### config.mk
export PLATFORM = sky130hd
export DESIGN_NAME = filename_escape_decoder
export DESIGN_NICKNAME = d
export VERILOG_FILES = /design/src/rtl/fed_pkg.sv /design/src/rtl/fed_decode.sv /design/src/rtl/fed_outq.sv /design/src/rtl/filename_escape_decoder.sv
export SDC_FILE = /design/constraint.sdc
export NUM_CORES = 1
export LEC_CHECK = 0
export BUFFER_PORTS_ARGS = -buffer_cell sky130_fd_sc_hd__buf_2
export CORE_MARGIN = 3
export CORE_UTILIZATION = 65
export CTS_CLUSTER_SIZE = 14
export DETAILED_ROUTE_END_ITERATION = 7
export GPL_TIMING_DRIVEN = 0
export HOLD_SLACK_MARGIN = 0.08
export PLACE_DENSITY = 0.86
export SETUP_SLACK_MARGIN = 0.2
export SLEW_MARGIN = 20
export SYNTH_ARGS = -nofsm -noshare
export SYNTH_HDL_FRONTEND = slang
export SYNTH_SLANG_ARGS = --single-unit
### constraint.sdc
create_clock -name clk -period 5.65 [get_ports clk]
set_input_delay 0 -clock clk [delete_from_list [all_inputs] [get_ports clk]]
set_output_delay 0 -clock clk [all_outputs]
set_load 0.005 [all_outputs]
### src/rtl/fed_pkg.sv
// shared types, character codes and byte mapping functions for the filename escape decoder
package fed_pkg;

  localparam logic [7:0] CH_HASH       = 8'h23;
  localparam logic [7:0] CH_UNDERSCORE = 8'h5F;
  localparam logic [7:0] CH_SLASH      = 8'h2F;
  localparam logic [7:0] CH_SPACE      = 8'h20;
  localparam logic [7:0] CH_TILDE      = 8'h7E;
  localparam logic [7:0] CH_APOSTROPHE = 8'h27;
  localparam logic [7:0] CH_COLON      = 8'h3A;
  localparam logic [7:0] CH_PLUS       = 8'h2B;
  localparam logic [7:0] CH_MINUS      = 8'h2D;
  localparam logic [7:0] CODE_QUOTE    = 8'h01;
  localparam logic [7:0] CODE_SLASH    = 8'h02;
  localparam logic [7:0] CODE_COLON    = 8'h03;
  localparam logic [4:0] HEX_NONE      = 5'd16;

  localparam int unsigned QUEUE_DEPTH = 2;

  typedef struct packed {
    logic [7:0] data;
    logic       last;
  } result_t;

  typedef struct packed {
    logic [1:0] count;
    result_t    r0;
    result_t    r1;
  } dec_t;

  function automatic logic [7:0] map_byte(input logic [7:0] c);
    logic [7:0] m;
    unique case (c)
      CH_UNDERSCORE: m = CH_SPACE;
      CH_SLASH:      m = CH_TILDE;
      CODE_QUOTE:    m = CH_APOSTROPHE;
      CODE_SLASH:    m = CH_SLASH;
      CODE_COLON:    m = CH_COLON;
      default:       m = c;
    endcase
    return m;
  endfunction

  // digit value 0..15, HEX_NONE when not a hex digit
  function automatic logic [4:0] hex_val(input logic [7:0] c);
    logic [4:0] v;
    v = HEX_NONE;
    if (c >= 8'h30 && c <= 8'h39) begin
      v = 5'(c - 8'h30);
    end else if (c >= 8'h41 && c <= 8'h46) begin
      v = 5'(c - 8'h41 + 8'd10);
    end else if (c >= 8'h61 && c <= 8'h66) begin
      v = 5'(c - 8'h61 + 8'd10);
    end
    return v;
  endfunction

  function automatic logic is_space(input logic [7:0] c);
    return (c == CH_SPACE) || (c >= 8'h09 && c <= 8'h0D);
  endfunction

  function automatic logic [7:0] parse_pair(input logic [7:0] a, input logic [7:0] b);
    logic [4:0] ha;
    logic [4:0] hb;
    logic [7:0] v;
    ha = hex_val(a);
    hb = hex_val(b);
    v  = 8'h00;
    if (!ha[4]) begin
      v = hb[4] ? {4'h0, ha[3:0]} : {ha[3:0], hb[3:0]};
    end else if (hb[4]) begin
      v = 8'h00;
    end else if (is_space(a) || a == CH_PLUS) begin
      v = {4'h0, hb[3:0]};
    end else if (a == CH_MINUS) begin
      v = 8'h00 - {4'h0, hb[3:0]};
    end
    return v;
  endfunction

endpackage

### src/rtl/fed_decode.sv
// escape state machine: turns one byte into zero, one or two result bytes
module fed_decode (
  input  logic            clk,
  input  logic            rst,
  input  logic            step,
  input  logic [7:0]      byte_in,
  input  logic            is_final,
  output fed_pkg::dec_t   dec
);

  localparam logic [1:0] STAGE_IDLE  = 2'd0;
  localparam logic [1:0] STAGE_HASH  = 2'd1;
  localparam logic [1:0] STAGE_DIGIT = 2'd2;

  logic [1:0] stage;
  logic [1:0] stage_next;
  logic [7:0] first_char;
  logic [7:0] first_char_next;

  always_comb begin
    stage_next      = STAGE_IDLE;
    first_char_next = first_char;
    dec.count       = 2'd0;
    dec.r0          = '{data: fed_pkg::map_byte(byte_in), last: is_final};
    dec.r1          = '{data: fed_pkg::map_byte(byte_in), last: 1'b1};
    unique case (stage)
      STAGE_HASH: begin
        if (is_final) begin
          dec.count = 2'd2;
          dec.r0    = '{data: fed_pkg::CH_HASH, last: 1'b0};
        end else begin
          first_char_next = byte_in;
          stage_next      = STAGE_DIGIT;
        end
      end
      STAGE_DIGIT: begin
        dec.count = 2'd1;
        dec.r0    = '{data: fed_pkg::parse_pair(first_char, byte_in), last: is_final};
      end
      default: begin
        if (byte_in == fed_pkg::CH_HASH && !is_final) begin
          stage_next = STAGE_HASH;
        end else begin
          dec.count = 2'd1;
        end
      end
    endcase
  end

  always_ff @(posedge clk) begin
    if (rst) begin
      stage      <= STAGE_IDLE;
      first_char <= 8'h00;
    end else if (step) begin
      stage      <= stage_next;
      first_char <= first_char_next;
    end
  end

endmodule

### src/rtl/fed_outq.sv
// two-entry result queue feeding the output stream
module fed_outq (
  input  logic            clk,
  input  logic            rst,
  input  logic            push,
  input  fed_pkg::dec_t   dec,
  output logic [1:0]      free,
  output logic            out_valid,
  input  logic            out_ready,
  output fed_pkg::result_t out_res
);

  fed_pkg::result_t q [fed_pkg::QUEUE_DEPTH];
  fed_pkg::result_t q_next [fed_pkg::QUEUE_DEPTH];
  logic [1:0] count;
  logic [1:0] count_next;
  logic       pop;
  logic [1:0] kept;

  assign out_valid = (count != 2'd0);
  assign out_res   = q[0];
  assign pop       = out_valid && out_ready;
  assign kept      = count - {1'b0, pop};
  assign free      = 2'(fed_pkg::QUEUE_DEPTH) - kept;

  always_comb begin
    if (pop) begin
      q_next[0] = q[1];
    end else begin
      q_next[0] = q[0];
    end
    q_next[1]  = q[1];
    count_next = kept;
    if (push) begin
      count_next = kept + dec.count;
      case (kept)
        2'd0: begin
          q_next[0] = dec.r0;
          q_next[1] = dec.r1;
        end
        2'd1: begin
          q_next[1] = dec.r0;
        end
        default: begin
        end
      endcase
    end
  end

  always_ff @(posedge clk) begin
    if (rst) begin
      count <= 2'd0;
    end else begin
      count <= count_next;
    end
  end

  always_ff @(posedge clk) begin
    q[0] <= q_next[0];
    q[1] <= q_next[1];
  end

endmodule

### src/rtl/filename_escape_decoder.sv
// top level: input register, escape decode and two-entry output queue
// path: an accepted request goes through the input register, then is decoded into the output queue
// throughput: one byte per cycle while the output queue has room; a short escape ending
//   the name yields two results and holds the input register until both fit in the queue
// reset (rst, synchronous): clears escape state, input valid flag and queue count
module filename_escape_decoder (
  input  logic       clk,
  input  logic       rst,
  input  logic       s_tvalid,
  output logic       s_tready,
  input  logic [7:0] s_tdata,   // [7:0] byte_in
  input  logic       s_tlast,   // is_final
  output logic       m_tvalid,
  input  logic       m_tready,
  output logic [7:0] m_tdata,   // [7:0] byte_out
  output logic       m_tlast    // end_of_name
);

  logic             in_valid;
  logic [7:0]       in_byte;
  logic             in_last;
  logic             consume;
  logic [1:0]       free;
  fed_pkg::dec_t    dec;
  fed_pkg::result_t out_res;

  assign consume  = in_valid && (dec.count <= free);
  assign s_tready = !in_valid || consume;

  always_ff @(posedge clk) begin
    if (rst) begin
      in_valid <= 1'b0;
    end else if (s_tready) begin
      in_valid <= s_tvalid;
    end
  end

  always_ff @(posedge clk) begin
    if (s_tready && s_tvalid) begin
      in_byte <= s_tdata;
      in_last <= s_tlast;
    end
  end

  fed_decode u_decode (
    .clk      (clk),
    .rst      (rst),
    .step     (consume),
    .byte_in  (in_byte),
    .is_final (in_last),
    .dec      (dec)
  );

  fed_outq u_outq (
    .clk       (clk),
    .rst       (rst),
    .push      (consume),
    .dec       (dec),
    .free      (free),
    .out_valid (m_tvalid),
    .out_ready (m_tready),
    .out_res   (out_res)
  );

  assign m_tdata = out_res.data;
  assign m_tlast = out_res.last;

endmodule

==> implementation parameters <==
Parameter                              Value

Yosys
  Yosys Warn Count    0
  Syn Std Cell Area    2850 um^2
  Ys flop type    sky130_fd_sc_hd__dfxtp_1
  Biggest area consumer among synthesized cells    sky130_fd_sc_hd__edfxtp_1
  Synth Register Bits    40
  Gate Count Post-Synth    325
  Net count after synthesis    355
  Post-synth EDFFs    18
  Number of different library cells in the post-synthesis netlist    66
  Post-synthesis async set-or-reset flop share    0%
  Share of the yosys chip area belonging to registers    34.4%
  Yosys top cell area share    19.0%
  Biggest area contributors in the synthesized netlist    sky130_fd_sc_hd__edfxtp_1 (19%), sky130_fd_sc_hd__dfxtp_1 (15%), sky130_fd_sc_hd__ha_1 (7.5%)
  Synthesized area divided by synthesized cell count    8.77 um^2

Critical path
  Crit Path Max Fanout    10
  Largest delay share family, worst path    simple AND/OR/NAND/NOR gates
  Worst-case reg-to-reg path depth    11
  Worst Path Buf+Inv    1
  Most frequent cell on the critical path    sky130_fd_sc_hd__ha_1
  Crit Path Class    reg2reg
  Critical Path Stages    11
  Critical path launch point type    register
  Max stage delay cell, worst path    sky130_fd_sc_hd__a21oi_1
  Endpoint required time on the critical path    5.57 ns
  Cells along the critical path    or2_2 -> nand2_1 -> inv_1 -> ha_1 -> xnor2_1 -> ha_1 -> ha_1 -> nor2b_1 -> o22ai_1 -> nand2_1 -> a21oi_1
  Critical path endpoint category    register
  Data arrival time of the critical path    4.00 ns
  Critical Path Max Stage Delay    0.81 ns

Clock tree
  Buffer depth of the longest clock path    2
  Clock tree from TritonCTS    done
  Worst skew pair latency    0.30 ns
  Number of sinks handled by clock tree synthesis    40
  Clock H-tree levels    2
  Cts bufs inserted    5
  Post-CTS clock slew at the launch and capture registers of the worst setup and hold paths    0.07 ns
  Number of buffers inserted by post-CTS setup repair    0
  Root buffer selected by CTS    sky130_fd_sc_hd__clkbuf_8

Power and ir drop
  Power density relative to cell area    374 nW/um^2
  Switching power of the nets    439 uW
  Maximum vdd ir drop    0.302 mV
  Pwr Total    1.22 mW
  Leak Pwr    1.40 nW
  Sequential power share    35.1%
  Combinational share of power    43.7%
  Switching part of the total    36.0%
  Internal power component    781 uW
  Proportion of power drawn by the clock network    21.1%

Routing
  Number of detailed-routing iterations run before antenna repair    5
  Count of vias placed by the detailed router    2713
  Post-DRT Antenna Nets    0
  Per-cell routed wire length    17.5 um
  Violation count after the first detailed-routing iteration    310
  Highest Signal Layer    met4
  Metal-1 WL    2.89 mm
  Routed met3 length    662 um
  Number of design rule violations left after detail routing    0
  Met2 wirelength from detailed routing    3.57 mm
  Post-detailed-routing wire length    7.28 mm
  Routed vias/inst    6.51

Timing
  Worst slew margin relative to its limit    35.9%
  Final min period    4.07 ns
  Worst-margin pin slew    0.962 ns
  Ratio of final minimum period to clock period    72.1%
  Setup repair after global routing missed its margin    no
  Final-report max-slew violation count    0
  Final-report hold violation count    0
  Count of final setup violators    0
  Peak clock frequency supported by timing    246 MHz
  Hold Slack    0.271 ns
  Worst clock skew    0.00603 ns
  Setup TNS Final    0 ns

Floorplanning
  Starting Density    69.3%
  Die width    72.2 um
  Chip height    72.2 um
  Area of the core    4120 um^2
  Area enclosed by the die boundary    5220 um^2
  Number of rows created at floorplan    23
  Io pins    24

Worst hold path
  HP Class    in2reg
  Hold depth    3

Global route
  Total gr overflow    0
  Initial antenna violation count    0
  Global-route wire length before repair    12.2 mm
  Total global routing track utilization    30.0%
  Maximum number of pins on one net before global-route repair    13
  Vias in the first global route    2619

Place
  Placer congestion estimate    0.950
  Detailed placer's ending HPWL    5.23 mm
  Port Buffer Count    23

Cells and area
  # diodes    0
  Area overhead of the layout relative to synthesis    14.5%
  Util after Layout    79.3%
  Layout cells sized above 1    15.5%
  Number of nets in the layout    396

Run
  Max-Cap Viols    0

Run status
  Result of the run    finished clean
[synthesized netlist by cell type, drive strengths merged (3+ instances only)]
cell type,instances
ha,17
a31oi,3
dfxtp,22
o21ai,10
mux2i,18
or2,3
and2,5
nand4,3
clkbuf,10
edfxtp,18
mux2,5
nor3,5
a22oi,6
o211ai,5
a21oi,24
o21a,3
buf,9
and3,5
a21boi,4
o22ai,8
nand2,25
o31ai,4
nor2,36
nand3,5
inv,24
a211oi,3
nor2b,3
[final cells by class]
cell class                 instances  area (um^2)
multi-input combinational        242         1680
sequential                        40          981
fill                             282          851
timing repair buffer              34          225
buffer                            19          103
clock buffer                       7         96.3
inverter                          24         90.1
tap                               50         62.6
clock inverter                     1         30.0
[cell usage in the layout (no fill, tap or decap), drive strengths merged, types with 3 or more instances in the layout]
cell,n
a211oi,3
a21boi,4
a21oi,24
a22oi,6
a31oi,3
and2,5
and3,5
buf,32
clkbuf,17
dfxtp,22
dlygate4sd3,11
edfxtp,18
ha,17
inv,24
mux2,5
mux2i,18
nand2,25
nand3,5
nand4,3
nor2,36
nor2b,3
nor3,5
o211ai,5
o21a,3
o21ai,10
o22ai,8
o31ai,4
or2,3
[tightest hold or removal path: cells and delay by family]
family                 cells  cell delay, ns
buffers and inverters      2            0.16
AO/OA/AOI/OAI              1            0.18
[metrics by stage]
step           instances  instance area (um^2)  setup WS (ns)
4_1_cts              417                  3260           1.51
5_1_grt              417                  3260           1.32
2_1_floorplan        325                  2850           2.29
3_5_place_dp         398                  3030           1.59
3_3_place_gp         398                  3030           1.72
6_report             417                  3260           1.58
[kinds of logic after synthesis]
family | share of synthesized area [%]
adder cells (fa/ha/maj) | 7.46
AND/OR/NAND/NOR | 19.7
multiplexers | 8.30
XOR/XNOR | 0.922
AO/OA/AOI/OAI | 22.4
buffers and inverters | 6.76
flip-flops | 34.4
[sequential cells by signal (all words and copies together) (netlist names)]
register and cells:
u_outq.q 18, in_byte 8, u_decode.first_char 8, u_decode.stage 2, u_outq.count 2, in_last 1, in_valid 1
[final timing paths]
check	from	end	slack, ns
setup / recovery	u_outq.count[1]	u_outq.q[0][15]	1.58
hold / removal	s_tvalid	in_last	0.27
setup reg to reg	u_outq.count[1]	u_outq.q[0][15]	1.58
hold reg to reg	u_decode.stage[1]	u_decode.stage[1]	0.51
[power by group through the flow]
stage          Combinational, mW  Sequential (mW)  Clock, mW
6_report                   0.533            0.429      0.257
5_1_grt                    0.600            0.435      0.270
4_1_cts                    0.532            0.428      0.260
3_5_place_dp               0.517            0.434          0
3_3_place_gp               0.496            0.429          0
2_1_floorplan              0.383            0.421          0
[layer usage]
metal	vias up	track usage, %
met5	-	0
met4	0	10.4
met3	27	8.45
met2	144	49.1
met1	1268	37.9
li1	1274	-
[timing repair]
| item | CTS | global route |
|---|---|---|
| gates resized for setup | 0 | 0 |
| hold buffers | 11 | 0 |
| hold endpoints to repair | 12 | 0 |
No activity file was read; power rests on OpenSTA's default activity.
